==> config.mk <==
export PLATFORM = sky130hd
export DESIGN_NAME = usb_ep0_control_transfer_top
export DESIGN_NICKNAME = d
export VERILOG_FILES = /design/src/sv/uep0ct_pkg.sv /design/src/sv/uep0ct_seq.sv /design/src/sv/usb_ep0_control_transfer_top.sv
export SDC_FILE = /design/constraint.sdc
export NUM_CORES = 1
export LEC_CHECK = 0
export BUFFER_PORTS_ARGS = -buffer_cell sky130_fd_sc_hd__buf_2
export CORE_ASPECT_RATIO = 1.5
export CORE_UTILIZATION = 61
export CTS_CLUSTER_DIAMETER = 80
export DETAILED_ROUTE_END_ITERATION = 10
export PLACE_DENSITY_LB_ADDON = 0.12
export SYNTH_ARGS = -nofsm -noshare
export SYNTH_HDL_FRONTEND = slang
export SYNTH_SLANG_ARGS = --single-unit
==> constraint.sdc <==
create_clock -name clk -period 12.75 [get_ports clk]
set_input_delay 3.1875 -clock clk [delete_from_list [all_inputs] [get_ports clk]]
set_output_delay 3.1875 -clock clk [all_outputs]
set_load 0.01 [all_outputs]
==> src/sv/uep0ct_pkg.sv <==
// types and constants of the endpoint-zero control transfer sequencer
// no dependencies
package uep0ct_pkg;

	// event codes
	localparam logic [2:0] FUNC_SETUP_PKT  = 3'd0;
	localparam logic [2:0] FUNC_SETUP_DONE = 3'd1;
	localparam logic [2:0] FUNC_IN_DONE    = 3'd2;
	localparam logic [2:0] FUNC_OUT_PKT    = 3'd3;
	localparam logic [2:0] FUNC_OUT_DONE   = 3'd4;

	// configuration register addresses
	localparam logic ADDR_MPS = 1'b0;

	localparam logic [6:0] MPS_RESET        = 7'd64;
	localparam logic [6:0] SETUP_PKT_BYTES  = 7'd8;
	localparam logic [7:0] TYPE_DIR_CLEAR   = 8'h7F;

	typedef struct packed {
		logic [2:0]  func;
		logic [6:0]  byte_count;
		logic [31:0] setup_word_low;
		logic [31:0] setup_word_high;
		logic        accept;
		logic        has_status_hook;
		logic [6:0]  source_bytes;
	} ev_item_t;

	typedef struct packed {
		logic        in_arm;
		logic [6:0]  in_size;
		logic        in_stall;
		logic        out_arm;
		logic [6:0]  out_size;
		logic        out_stall;
		logic        status_done;
		logic [7:0]  req_type;
		logic [7:0]  req_code;
		logic [15:0] req_value;
		logic [15:0] req_index;
		logic [15:0] req_length;
	} res_item_t;

endpackage

==> src/sv/uep0ct_seq.sv <==
// transfer state and per-event decision logic
// depends on uep0ct_pkg
module uep0ct_seq import uep0ct_pkg::*; (
	input  logic       clk,
	input  logic       arst_n,
	input  logic       adv,
	input  ev_item_t   ev,
	input  logic [6:0] mps,
	output res_item_t  res
);

	logic [7:0]  type_q, type_d;
	logic [7:0]  code_q, code_d;
	logic [15:0] value_q, value_d;
	logic [15:0] index_q, index_d;
	logic [15:0] length_q, length_d;
	logic [15:0] left_q, left_d;
	logic        in_status_q, in_status_d;
	logic        out_data_q, out_data_d;
	logic        pend_q, pend_d;

	logic [15:0] left_base, mp16, src16, bc16, n_a, n16, left_sub, left_push;
	logic        push_ok;
	logic [6:0]  out_min;

	// packet sizing
	always_comb begin
		left_base = (ev.func == FUNC_SETUP_DONE) ? length_q : left_q;
		mp16      = {9'd0, mps};
		src16     = {9'd0, ev.source_bytes};
		bc16      = {9'd0, ev.byte_count};
		n_a       = (mp16 < left_base) ? mp16 : left_base;
		n16       = (src16 < n_a) ? src16 : n_a;
		push_ok   = (left_base != 16'd0);
		left_sub  = left_base - n16;
		// short packet ends the data stage
		left_push = (left_sub != 16'd0 && n16 != mp16) ? 16'd0 : left_sub;
		out_min   = n_a[6:0];
	end

	always_comb begin
		type_d      = type_q;
		code_d      = code_q;
		value_d     = value_q;
		index_d     = index_q;
		length_d    = length_q;
		left_d      = left_q;
		in_status_d = in_status_q;
		out_data_d  = out_data_q;
		pend_d      = pend_q;
		res         = '0;
		case (ev.func)
			FUNC_SETUP_PKT: begin
				if (ev.byte_count == SETUP_PKT_BYTES) begin
					type_d   = ev.setup_word_low[7:0];
					code_d   = ev.setup_word_low[15:8];
					value_d  = ev.setup_word_low[31:16];
					index_d  = ev.setup_word_high[15:0];
					length_d = ev.setup_word_high[31:16];
				end
			end
			FUNC_SETUP_DONE: begin
				left_d      = left_base;
				in_status_d = 1'b0;
				out_data_d  = 1'b0;
				pend_d      = 1'b0;
				if (!push_ok) begin
					type_d = type_q & TYPE_DIR_CLEAR;
					if (ev.accept) begin
						in_status_d = 1'b1;
						pend_d      = ev.has_status_hook;
						res.in_arm  = 1'b1;
					end else begin
						res.in_stall = 1'b1;
					end
				end else if (type_q[7]) begin
					if (ev.accept) begin
						pend_d      = ev.has_status_hook;
						res.in_arm  = 1'b1;
						res.in_size = n16[6:0];
						left_d      = left_push;
						res.out_arm = 1'b1;
					end else begin
						res.in_stall  = 1'b1;
						res.out_stall = 1'b1;
					end
				end else begin
					if (ev.accept) begin
						pend_d       = ev.has_status_hook;
						out_data_d   = 1'b1;
						res.out_arm  = 1'b1;
						res.out_size = out_min;
					end else begin
						res.in_stall  = 1'b1;
						res.out_stall = 1'b1;
					end
				end
			end
			FUNC_IN_DONE: begin
				if (in_status_q) begin
					if (pend_q) begin
						res.status_done = 1'b1;
						pend_d          = 1'b0;
						in_status_d     = 1'b0;
					end
				end else if (push_ok) begin
					res.in_arm  = 1'b1;
					res.in_size = n16[6:0];
					left_d      = left_push;
				end
			end
			FUNC_OUT_PKT: begin
				left_d = (bc16 >= left_q) ? 16'd0 : left_q - bc16;
			end
			FUNC_OUT_DONE: begin
				if (out_data_q) begin
					if (left_q == 16'd0) begin
						if (ev.accept) begin
							in_status_d = 1'b1;
							res.in_arm  = 1'b1;
						end else begin
							res.in_stall = 1'b1;
						end
					end else begin
						res.out_arm  = 1'b1;
						res.out_size = out_min;
					end
				end else if (pend_q) begin
					res.status_done = 1'b1;
					pend_d          = 1'b0;
				end
			end
			default: begin
			end
		endcase
		res.req_type   = type_d;
		res.req_code   = code_d;
		res.req_value  = value_d;
		res.req_index  = index_d;
		res.req_length = length_d;
	end

	always_ff @(posedge clk or negedge arst_n) begin
		if (!arst_n) begin
			type_q      <= '0;
			code_q      <= '0;
			value_q     <= '0;
			index_q     <= '0;
			length_q    <= '0;
			left_q      <= '0;
			in_status_q <= 1'b0;
			out_data_q  <= 1'b0;
			pend_q      <= 1'b0;
		end else if (adv) begin
			type_q      <= type_d;
			code_q      <= code_d;
			value_q     <= value_d;
			index_q     <= index_d;
			length_q    <= length_d;
			left_q      <= left_d;
			in_status_q <= in_status_d;
			out_data_q  <= out_data_d;
			pend_q      <= pend_d;
		end
	end

endmodule

==> src/sv/usb_ep0_control_transfer_top.sv <==
// top level of the endpoint-zero control transfer sequencer
// depends on uep0ct_pkg and uep0ct_seq
// a request taken is held in the input register, then its result is registered in the result register
// throughput: one request per cycle unless a finished result is stalled, set by the single state update in uep0ct_seq
// reset: arst_n clears the setup fields, byte count, stage and pending flags and
// both valid bits; the packet size limit returns to 64
module usb_ep0_control_transfer_top import uep0ct_pkg::*; (
	input  logic        clk,
	input  logic        arst_n,
	// event channel
	input  logic        ev_valid,
	output logic        ev_stall,
	input  ev_item_t    ev,
	// result channel
	output logic        res_valid,
	input  logic        res_stall,
	output res_item_t   res,
	// configuration port
	input  logic        psel,
	input  logic        penable,
	input  logic        pwrite,
	input  logic        paddr,
	input  logic [31:0] pwdata,
	output logic [31:0] prdata,
	output logic        pready
);

	// input register
	ev_item_t   ev_s1;
	logic       ev_vld_s1;
	// result register
	res_item_t  res_s2;
	logic       res_vld_s2;
	// configuration
	logic [6:0] mps_q;

	res_item_t  res_next;
	logic       adv;

	// the held request moves on unless a finished result is still stuck
	assign adv      = ev_vld_s1 && !(res_vld_s2 && res_stall);
	// input slot is free when empty or emptying this cycle
	assign ev_stall = ev_vld_s1 && !adv;

	always_ff @(posedge clk or negedge arst_n) begin
		if (!arst_n) begin
			ev_vld_s1 <= 1'b0;
		end else if (!ev_stall) begin
			ev_vld_s1 <= ev_valid;
		end
	end

	// payload needs no reset
	always_ff @(posedge clk) begin
		if (!ev_stall && ev_valid) begin
			ev_s1 <= ev;
		end
	end

	// decision logic and transfer state
	uep0ct_seq seq_i (
		.clk    (clk),
		.arst_n (arst_n),
		.adv    (adv),
		.ev     (ev_s1),
		.mps    (mps_q),
		.res    (res_next)
	);

	// result register holds while stalled
	always_ff @(posedge clk or negedge arst_n) begin
		if (!arst_n) begin
			res_vld_s2 <= 1'b0;
		end else if (adv) begin
			res_vld_s2 <= 1'b1;
		end else if (!res_stall) begin
			res_vld_s2 <= 1'b0;
		end
	end

	always_ff @(posedge clk) begin
		if (adv) begin
			res_s2 <= res_next;
		end
	end

	assign res_valid = res_vld_s2;
	assign res       = res_s2;

	// register file: packet size limit only, no wait states
	assign pready = 1'b1;

	always_ff @(posedge clk or negedge arst_n) begin
		if (!arst_n) begin
			mps_q <= MPS_RESET;
		end else if (psel && penable && pwrite && pready && paddr == ADDR_MPS) begin
			mps_q <= pwdata[6:0];
		end
	end

	always_comb begin
		prdata = '0;
		if (paddr == ADDR_MPS) begin
			prdata = {25'd0, mps_q};
		end
	end

endmodule

Word-level counts from Yosys, hierarchy flattened
Index checks and enable logic that the tools add are counted.
- register bits: 258
- input port bits: 123
- output and inout bits: 118
- word-level logic and storage cells: 135
- add/subtract/negate cells: 2
- order comparisons: 3
- equality and inequality tests: 14
- mux-type cells: 62
- bitwise operators: 1
- reduce and logical (&&, ||, !) cells: 22
- operator list (cell ; count):
    16-bit 2-to-1 mux ; 16
    8-bit 2-to-1 mux ; 10
    16-bit one-hot mux with 3 select lines ; 1
    7-bit by 16-bit less-than comparator with 1-bit output ; 2
    16-bit nonzero test ; 2
    1-bit 2-to-1 mux ; 23
    7-bit 2-to-1 mux ; 3
    9-bit 2-to-1 mux ; 2
    9-bit one-hot mux with 2 select lines ; 1
    7-bit by 16-bit greater-or-equal comparator with 1-bit output ; 1
    16-bit logical NOT ; 1
    16-bit by 7-bit != test with 1-bit output ; 1
    8-bit one-hot mux with 2 select lines ; 1
    16-bit subtractor ; 1
    16-bit by 7-bit subtractor with 16-bit output ; 1
    7-bit one-hot mux with 2 select lines ; 1
    2-bit by 1-bit != test with 1-bit output, second input constant ; 5
    1-bit one-hot mux with 3 select lines ; 3
    1-bit logical AND ; 8
    4-bit AND reduction ; 2
    7-bit by 4-bit equality test with 1-bit output, second input constant ; 1
    3-bit by 2-bit equality test with 1-bit output, second input constant ; 2
    2-bit != test, second input constant ; 3
    3-bit nonzero test ; 2
    other kinds (8) ; 11

Logic depth before layout (Yosys ltp)
Gate-level depths: netlist (run 1).
- depth after elaboration: 14
- mapped depth: 40
- mapped depth without buffers: 34

Hierarchy
From an unflattened synthesis (run 1), not the netlist that was laid out.
- cells, all modules: 1216
- area total of the unflattened synthesis: 12779.8 µm²
- by module, submodules not included (module ; times used ; cells each ; area an instance (µm²) ; sequential area each (µm²)):
    uep0ct_seq ; 1 ; 992 ; 7165.6 ; 2077.0
    usb_ep0_control_transfer_top ; 1 ; 224 ; 5614.1 ; 5211.2

Worst setup path after synthesis (run 1)
No wires, ideal clock.
- path kind: flip-flop to flip-flop
- start point: register ev_s1[81] (netlist name)
- end point: register seq_i.left_q[3]
- library setup time: 104 ps
- data arrival time: 7147 ps
- path slack: 5500 ps
- stages on the path, launching flop included: 39
- buffers on the path: 5
- cells stage by stage: edfxtp_1 > or3b_1 > buf_6 > clkbuf_1 > nand2_1 > nand2_1 > inv_1 > ha_1 > a21o_1 > a211o_1 > o211ai_1 > o21ai_2 > nand2_1 > clkbuf_1 > a21boi_0 > ha_1 > o21a_1 > o2111ai_1 > [... 3 more ...] > a21o_1 > buf_2 > mux2_2 > ha_1 > a21oi_1 > o21bai_1 > a21oi_1 > nor2b_1 > o21ai_0 > nand2b_1 > a21oi_1 > o21ai_0 > xnor2_1 > and4bb_2 > nand4b_4 > and2_4 > buf_6 > o41ai_2
- longest elaborated chain between the ends: 14
- elaborated cells on any way between the ends: 24
- classes of those cells: add/sub: 1; order compare: 2; eq/ne: 6; mux: 10; reduce/logical: 5
- ends and longest elaborated chain (item ; RTL line ; text):
    from (decl) ; usb_ep0_control_transfer_top.sv:29 ; ev_item_t ev_s1;
    from (signal assigned) ; usb_ep0_control_transfer_top.sv:56 ; ev_s1 <= ev;
    3-bit by 1-bit equality test with 1-bit output ; uep0ct_seq.sv:28, uep0ct_seq.sv:52 ;
    16-bit 2-to-1 mux ; uep0ct_seq.sv:28 ; left_base = (ev.func == FUNC_SETUP_DONE) ? length_q : left_q;
    7-bit by 16-bit less-than comparator with 1-bit output ; uep0ct_seq.sv:32 ; n_a = (mp16 < left_base) ? mp16 : left_base;
    16-bit 2-to-1 mux ; uep0ct_seq.sv:32 ;
    7-bit by 16-bit less-than comparator with 1-bit output ; uep0ct_seq.sv:33 ; n16 = (src16 < n_a) ? src16 : n_a;
    16-bit 2-to-1 mux ; uep0ct_seq.sv:33 ;
    16-bit subtractor ; uep0ct_seq.sv:35 ; left_sub = left_base - n16;
    16-bit nonzero test ; uep0ct_seq.sv:37 ; left_push = (left_sub != 16'd0 && n16 != mp16) ? 16'd0 : left_sub;
    1-bit logical AND ; uep0ct_seq.sv:37 ;
    16-bit 2-to-1 mux ; uep0ct_seq.sv:37 ;
    16-bit 2-to-1 mux ; uep0ct_seq.sv:77 ; if (ev.accept) begin
    16-bit 2-to-1 mux ; uep0ct_seq.sv:76 ; end else if (type_q[7]) begin
    16-bit 2-to-1 mux ; uep0ct_seq.sv:67 ; if (!push_ok) begin
    16-bit one-hot mux with 3 select lines ; uep0ct_seq.sv:52 ; case (ev.func)
    to (signal assigned) ; uep0ct_seq.sv:160 ; left_q <= left_d;
    to (decl) ; uep0ct_seq.sv:17 ; logic [15:0] left_q, left_d;
Several ways; a longest one is shown, not always the timed one. The select of a mux whose other input is x is not followed.
A chain may end at the register's enable or synchronous reset.

Final worst setup path (run 1)
- start point: register ev_s1[80] (netlist name)
- end point: register seq_i.left_q[3]
The elaborated chain is that of the path after synthesis.

==> metrics.log, run 1 <==
[metrics] boundary pin count: between 200 and 250
[metrics] footprint of the multi-input gates: 5241 um^2
[metrics] leakage component of the power: just under 0.007 uW
[metrics] buffer type at the clock tree root: clkbuf_16
[metrics] Placement Setup Slack: 3.873 ns
[metrics] num rows: 64
[metrics] Die H: between 150 and 200 um
[metrics] count of port buffers added during placement: 189
[metrics] final total power: 2772 uW
[metrics] detailed placement HPWL: ~22000 um
[metrics] area of the core region: 20580 um^2
[metrics] residual antenna-violating net count after detailed routing: 0
[metrics] TritonCTS clock tree: built
[metrics] synthesized area per cell: 11.11 um^2
[metrics] effective utilization at floorplan: 62.84%
[metrics] number of DRC markers after the initial detailed-route iteration: around 700
[metrics] final estimated routing congestion in global placement: 0.9402
[metrics] Critical Path End Type: flop
[metrics] setup repair after global routing missed its margin: false
[metrics] time the worst path needs with I/O delays and setup: between 8 and 9 ns
[metrics] insertion delay to the later sink of the worst-skew pair: between 0.5 and 0.6 ns
[metrics] share of the cycle needed by the critical path after routing: a little over two thirds
[metrics] # Max-Cap Violations: 0
[metrics] number of failing hold endpoints at the final stage: 0
[metrics] cell count after synthesis: 1164
[metrics] cell with the most instances on the worst path: nand2_1
[metrics] actual slew at the worst max-slew pin: 1.006 ns
[metrics] worst setup path category: flop to flop
[metrics] Placed Area: 14030 um^2
[metrics] via count of the first global-routing pass: 9617
[metrics] result of the run: finished, final reports clean
[metrics] Die Span X: 120.9 um
[metrics] maximum number of pins on one net before global-route repair: 80
[metrics] final setup vio count: 0
[metrics] Max IR drop VDD: 0.1328 mV
[metrics] Hold WS: 0.4673 ns
[metrics] top cell family by delay on the critical path: compound AO/OA/AOI/OAI gates
[metrics] maximum cell stage delay along the critical path: approximately 0.70 ns
[metrics] final setup skew: 0.009716 ns
[metrics] first-pass iteration count of the detailed router: 6
[metrics] CTS-repair resized insts: 0
[metrics] Max-Slew Margin vs Limit: 32.96%
[metrics] DR vias: 9571
[metrics] total wire length: 31110 um
[metrics] clock-pin transition on the worst setup and hold timing paths: 0.07 ns
[metrics] initial antenna violation count: 2
[metrics] Clock Path Buffers: 3
[metrics] buffering stage count on the worst path with inverters included: 2
[metrics] fraction of final layout cells with drive strength greater than 1: 25.13%
[metrics] postcts setup bufs: 0
[metrics] Min-Delay Path Class: flop to flop
[metrics] hold-fix buffers at CTS: 0
[metrics] setup tns final: 0 ns
[metrics] Async SR Flop Fraction: 35.66%
[metrics] average wire length per cell after detail routing: about 19 um
[metrics] Crit path required time: 13.18 ns
[metrics] maximum clock rate: 0.1113 GHz
[metrics] clock sink count: 258
[metrics] area added between synthesis and finish: 14.96%
[metrics] Post-layout nets: 1503
[metrics] critical path data arrival time: between 9 and 10 ns
[metrics] netlist area before placement: around 13000 um^2
[metrics] number of slew-limit violations in the final report: 0
[metrics] worst-path maximum fanout: 19
[metrics] GRT Residual Overflow: 0
[metrics] leading register cell type out of synthesis: edfxtp_1
[metrics] Layout fillers: between 1500 and 2000
[metrics] cts bufs inserted: 24
[metrics] #FFs+latches synth: 258
[metrics] number of library cell types mapped by synthesis: 84
[metrics] number of levels in the clock H-tree: 1
[metrics] number of synthesized flops with an enable pin: 166
[metrics] post-DR vias/cell: 5.872
[metrics] first-pass GRT wire length: 48860 um
[metrics] Final Instance Area: 14870 um^2
[metrics] crit path max-delay cell type: or3b_1
[metrics] post-route worst setup slack: 3.767 ns
[metrics] Reg area: 7288 um^2
[metrics] power density cells: about 190 nW/um^2
[metrics] critical path launch point type: flop
[metrics] proportion of synthesized chip area in sequential cells: 56.36%
[metrics] post-route DRC violation count: 0
[metrics] total of warnings raised by yosys: 0
[metrics] full die area: about 22000 um^2
[metrics] overall fraction of global-route tracks in use: between 20% and 30%
## cells in the final DEF (no fill, tap or decap), drive strengths merged, types with 8 or more instances in the layout
cell	count
nand3	17
a21oi	62
ha	32
a21o	19
mux2i	11
clkbuf	27
xor2	11
a211oi	8
buf	200
nand4	10
nor2b	16
nor3	22
conb	34
nor4	10
a31oi	9
o21ai	46
clkinv	11
nand2b	12
nor2	45
nand2	256
and3	8
o211ai	8
inv	36
edfxtp	166
xnor2	12
dfrtp	91
mux2	74
## worst reg2reg max path: cells and delay by family, from the launching register on
kind,cells,cell delay [ns]
DFF,1,0.64
muxes,1,0.45
and+or+nand+nor,13,2.86
adders and majority gates,3,1.00
buffers and inverters,2,0.49
xor gates and xnor gates,1,0.22
AOI/OAI and AO/OA,14,3.22
## area by class of cell
class | count | area share, %
diodes | 1 | 0.01683
well taps | 264 | 2.222
repair buffers | 200 | 6.935
flip-flops and latches | 258 | 49.02
multi-input cells | 828 | 35.25
clock inverters | 17 | 1.304
clock buffers | 27 | 4.326
inverters | 35 | 0.9174
## power breakdown
| group | internal, uW | total, uW | leakage, uW | switching (uW) |
|---|---|---|---|---|
| clock | 445 | 758 | 0.000419 | 312 |
| sequential | 982 | 1060 | 0.00286 | 74.8 |
| combinational | 367 | 958 | 0.00355 | 590 |
## cells in the mapped netlist (7+ instances only)
master	n	area, um^2
nand2_1	256	960.9
edfxtp_1	166	4985
dfrtp_1	91	2277
mux2_2	74	833.3
a21oi_1	61	305.3
nor2_1	44	165.2
o21ai_0	42	210.2
clkbuf_1	37	138.9
inv_1	35	131.4
ha_1	32	400.4
buf_4	27	202.7
nor3_1	22	110.1
a21o_1	19	142.6
nand3_1	17	85.08
nor2b_1	16	100.1
nand2b_1	12	75.07
xnor2_1	12	105.1
mux2i_1	11	110.1
xor2_1	11	96.34
nand4_1	10	62.56
nor4_1	9	56.30
and3_1	8	50.05
a211oi_1	7	52.55
o211ai_1	7	52.55
## per-layer routing
metal	up-vias	track usage [%]	share of wire [%]	wire length, um
li1	4518	-	-	-
met1	4596	33.19	37	11380
met2	356	49.60	52	16120
met3	99	5.823	6.4	1998
met4	2	14.86	5.1	1588
met5	-	0	0.039	12
## final timing paths
| check | slack [ns] | startpoint | cells after the start | endpoint |
|---|---|---|---|---|
| max | 3.77 | ev_s1[80] | 34 | seq_i.left_q[3] |
| min | 0.47 | seq_i.value_q[6] | 2 | seq_i.value_q[6] |
| max reg2reg | 3.77 | ev_s1[80] | 34 | seq_i.left_q[3] |
| min reg2reg | 0.47 | seq_i.value_q[6] | 2 | seq_i.value_q[6] |
| max in group asynchronous | 8.95 | arst_n | 2 | seq_i.length_q[1] |
| min in group asynchronous | 2.73 | arst_n | 1 | seq_i.code_q[5] |
## metrics by stage
step | std cells | util, %
2_1_floorplan | 1196 | -
3_3_place_gp | 1585 | 68.16
3_5_place_dp | 1585 | 68.16
4_1_cts | 1629 | 72.23
5_1_grt | 1630 | 72.24
6_report | 1630 | 72.24
## kinds of logic after synthesis
logic type / synth area share (%)
buf+inv: 4.180
flops: 56.36
xor+xnor: 1.558
compound gates: 12.00
simple gates: 15.31
mux: 7.295
fa+ha+maj: 3.251
other cells: 0.05807
## flip-flops by register name, summed over array words and instances, names as in the netlist
name and count:
seq_i.length_q 16, ev_vld_s1 1, seq_i.code_q 8, mps_q 7, seq_i.in_status_q 1, seq_i.index_q 16
res 83, res_valid 1, ev_s1 83, seq_i.type_q 8, seq_i.out_data_q 1, seq_i.pend_q 1
seq_i.left_q 16, seq_i.value_q 16
Power figures use the tool's default switching activity.
==> run 2, diff against run 1 <==
CORE_UTILIZATION = 51   (was 61)
clock period = 7.87 ns   (was 12.75 ns; I/O delays follow)
==> run 2 against run 1 <==
Net effect: clock skew rose by 0.020 ns; register-to-register slack worse by 3.2 ns; cell area up 4.0%; sequential share of layout area shrank 1.9 points; clock power up 62%; hold slack better by 0.0029 ns; global-route usage down 3.8 points; core utilization down 10 points; largest power group is now combinational cells; highest routed layer unchanged.
==> metrics.log, run 2 (synthesis results as in run 1) <==
[metrics] first-pass iteration count of the detailed router: 5 (was 6)
[metrics] Reg2Reg Capture Point: seq_i.left_q[9] (was seq_i.left_q[3])
[metrics] first-pass GRT wire length: 50590 um (was 48860 um)
[metrics] maximum clock rate: 0.1370 GHz (was 0.1113 GHz)
[metrics] actual slew at the worst max-slew pin: 1.107 ns (was 1.006 ns)
[metrics] launch point of the worst reg-to-reg path: ev_s1[82] (was ev_s1[80])
[metrics] top cell family by delay on the critical path: simple AND/OR/NAND/NOR gates (was compound AO/OA/AOI/OAI gates)
[metrics] critical path launch point type: flop (unchanged)
[metrics] clock sink count: 258 (unchanged)
[metrics] total wire length: 32070 um (was 31110 um)
[metrics] count of placed standard cells in the final layout, fillers left out: 1761 (was 1630)
[metrics] R2R Setup Slk: 0.57 ns (was 3.77 ns)
[metrics] power density cells: 310.1 nW/um^2 (was 186.5 nW/um^2)
[metrics] final estimated routing congestion in global placement: 0.9191 (was 0.9402)
[metrics] cell depth of the worst hold path: 2 (unchanged)
[metrics] Die Span X: 132.0 um (was 120.9 um)
[metrics] overall fraction of global-route tracks in use: 24.81% (was 28.66%)
[metrics] leakage component of the power: 0.007138 uW (was 0.006827 uW)
[metrics] post-DR vias/cell: 5.528 (was 5.872)
[metrics] average wire length per cell after detail routing: 18.21 um (was 19.08 um)
[metrics] Post-layout nets: 1570 (was 1503)
[metrics] Cells after DPL: 1714 (was 1585)
[metrics] fraction of final layout cells with drive strength greater than 1: 28.70% (was 25.13%)
[metrics] TritonCTS clock tree: built (unchanged)
[metrics] number of DRC markers after the initial detailed-route iteration: 525 (was 696)
[metrics] post-route DRC violation count: 0 (unchanged)
[metrics] cts bufs inserted: 25 (was 24)
[metrics] count of port buffers added during placement: 189 (unchanged)
[metrics] area of the core region: 24960 um^2 (was 20580 um^2)
[metrics] clock-pin transition on the worst setup and hold timing paths: 0.07 ns (about the same)
[metrics] Min-Delay Path Class: flop to flop (unchanged)
[metrics] worst-path maximum fanout: 10 (was 19)
[metrics] Critical Path End Type: flop (unchanged)
[metrics] share of the cycle needed by the critical path after routing: 92.77% (was 70.46%)
[metrics] most common cell after layout, fill and taps aside: nand2_1 (unchanged)
[metrics] Max IR drop VDD: 0.2321 mV (was 0.1328 mV)
[metrics] full die area: 26010 um^2 (was 21800 um^2)
[metrics] # Max-Cap Violations: 0 (unchanged)
[metrics] boundary pin count: 241 (unchanged)
[metrics] WHS Endpoint: seq_i.type_q[5] (was seq_i.value_q[6])
[metrics] insertion delay to the later sink of the worst-skew pair: 0.54 ns (was 0.52 ns)
[metrics] GRT Residual Overflow: 0 (unchanged)
[metrics] number of levels in the clock H-tree: 1 (unchanged)
[metrics] final total power: 4794 uW (was 2772 uW)
[metrics] Hold WS: 0.4702 ns (was 0.4673 ns)
[metrics] Die H: 197.0 um (was 180.3 um)
[metrics] num rows: 71 (was 64)
[metrics] initial antenna violation count: 2 (unchanged)
[metrics] worst setup path category: flop to flop (unchanged)
[metrics] effective utilization at floorplan: 51.81% (was 62.84%)
[metrics] setup tns final: 0 ns (unchanged)
[metrics] result of the run: finished, final reports clean (unchanged)
[metrics] Layout fillers: 2039 (was 1518)
[metrics] residual antenna-violating net count after detailed routing: 0 (unchanged)
[metrics] area added between synthesis and finish: 19.55% (was 14.96%)
[metrics] maximum number of pins on one net before global-route repair: 98 (was 80)
[metrics] via count of the first global-routing pass: 9717 (was 9617)
[metrics] top library cells by usage in the layout, fill and taps aside: nand2_1 (255), buf_2 (188), edfxtp_1 (166) (unchanged)
[metrics] critical path data arrival time: 7.72 ns (was 9.41 ns)
[metrics] time the worst path needs with I/O delays and setup: 7.301 ns (was 8.983 ns)
[metrics] Clock Path Buffers: 3 (unchanged)
[metrics] number of slew-limit violations in the final report: 0 (unchanged)
[metrics] Max-Slew Margin vs Limit: 26.22% (was 32.96%)
[metrics] Crit path required time: 8.28 ns (was 13.18 ns)
[metrics] number of failing hold endpoints at the final stage: 0 (unchanged)
[metrics] cell with the most instances on the worst path: nand2_1 (unchanged)
[metrics] buffer type at the clock tree root: clkbuf_16 (unchanged)
[metrics] crit path max-delay cell type: or4b_4 (was or3b_1)
[metrics] cell depth of the worst flop-to-flop path: 32 (was 34)
[metrics] maximum cell stage delay along the critical path: 0.49 ns (was 0.70 ns)
[metrics] final setup skew: 0.02999 ns (was 0.009716 ns)
[metrics] buffering stage count on the worst path with inverters included: 4 (was 2)
[metrics] start point of the worst min-delay path: seq_i.type_q[5] (was seq_i.value_q[6])
[metrics] setup repair after global routing missed its margin: false (unchanged)
[metrics] final setup vio count: 0 (unchanged)
[metrics] DR vias: 9735 (was 9571)
[metrics] detailed placement HPWL: 23000 um (was 21770 um)
[run 2: changes by cell type in the layout (fill, tap and decap cells not counted), sizes merged]
cell    previous run  this run
buf              200       266
bufinv             4         3
clkbuf            27        32
clkinv            11         5
inv               36        39
[run 2: routing by layer]
| metal | vias up | global-route usage (%) | wire length (um) |
|---|---|---|---|
| li1 | 4659 | - | - |
| met1 | 4710 | 27.91 | 11990 |
| met2 | 299 | 44.93 | 16690 |
| met3 | 65 | 4.824 | 1970 |
| met4 | 2 | 11.93 | 1418 |
| met5 | - | 0 | 10 |
[run 2: where the power goes]
part           switching (uW)  total (uW)  internal, uW
registers                 120        1710          1590
logic                    1020        1850           835
clock network             513        1230           717
total                    1650        4790          3140
[run 2: worst register-to-register path, delay by kind of cell, from the launching register on]
kind / cells / cell delay (ns)
DFF: 1 / 0.39
adders and majority gates: 4 / 0.96
buffers and inverters: 4 / 0.43
muxes: 1 / 0.30
AOI/OAI and AO/OA: 10 / 2.37
xor gates and xnor gates: 1 / 0.21
and+or+nand+nor: 12 / 2.54
[run 2: final cells by class]
cell class / instances / area [um^2] / share of cell area (%)
Sequential cell: 258 / 7288 / 47.14
Multi-Input combinational cell: 828 / 5255 / 33.99
Timing Repair Buffer: 266 / 1526 / 9.873
Clock buffer: 32 / 681.9 / 4.410
Tap cell: 328 / 410.4 / 2.654
Clock inverter: 13 / 160.2 / 1.036
Inverter: 35 / 136.4 / 0.8821
Antenna cell: 1 / 2.502 / 0.01619
[run 2: worst max-delay path by stage]
stage,start,to,slack [ns],cells past startpoint
2_1_floorplan,ev_s1[81],seq_i.left_q[3],0.62,38
3_3_place_gp,ev_s1[82],seq_i.left_q[3],0.36,32
3_5_place_dp,ev_s1[82],seq_i.left_q[3],0.26,32
4_1_cts,ev_s1[82],seq_i.left_q[9],0.25,32
5_1_grt,ev_s1[82],seq_i.left_q[3],0.05,33
6_report,ev_s1[82],seq_i.left_q[9],0.57,32
[run 2: timing repair]
| item | CTS | global route |
|---|---|---|
| buffers inserted | 0 | 1 |
| gates resized for setup | 0 | 5 |
| hold buffers | 0 | 0 |
| setup endpoints to repair | 0 | 12 |
[run 2: stage by stage]
step | setup slack, ns | util (%) | cell area, um^2
after floorplan | 0.6197 | - | 13050
after global placement | 0.3623 | 58.47 | 14600
after detailed placement | 0.2557 | 58.47 | 14600
after CTS | 0.2512 | 61.84 | 15440
after global routing | 0.05436 | 61.93 | 15460
final | 0.5692 | 61.94 | 15460
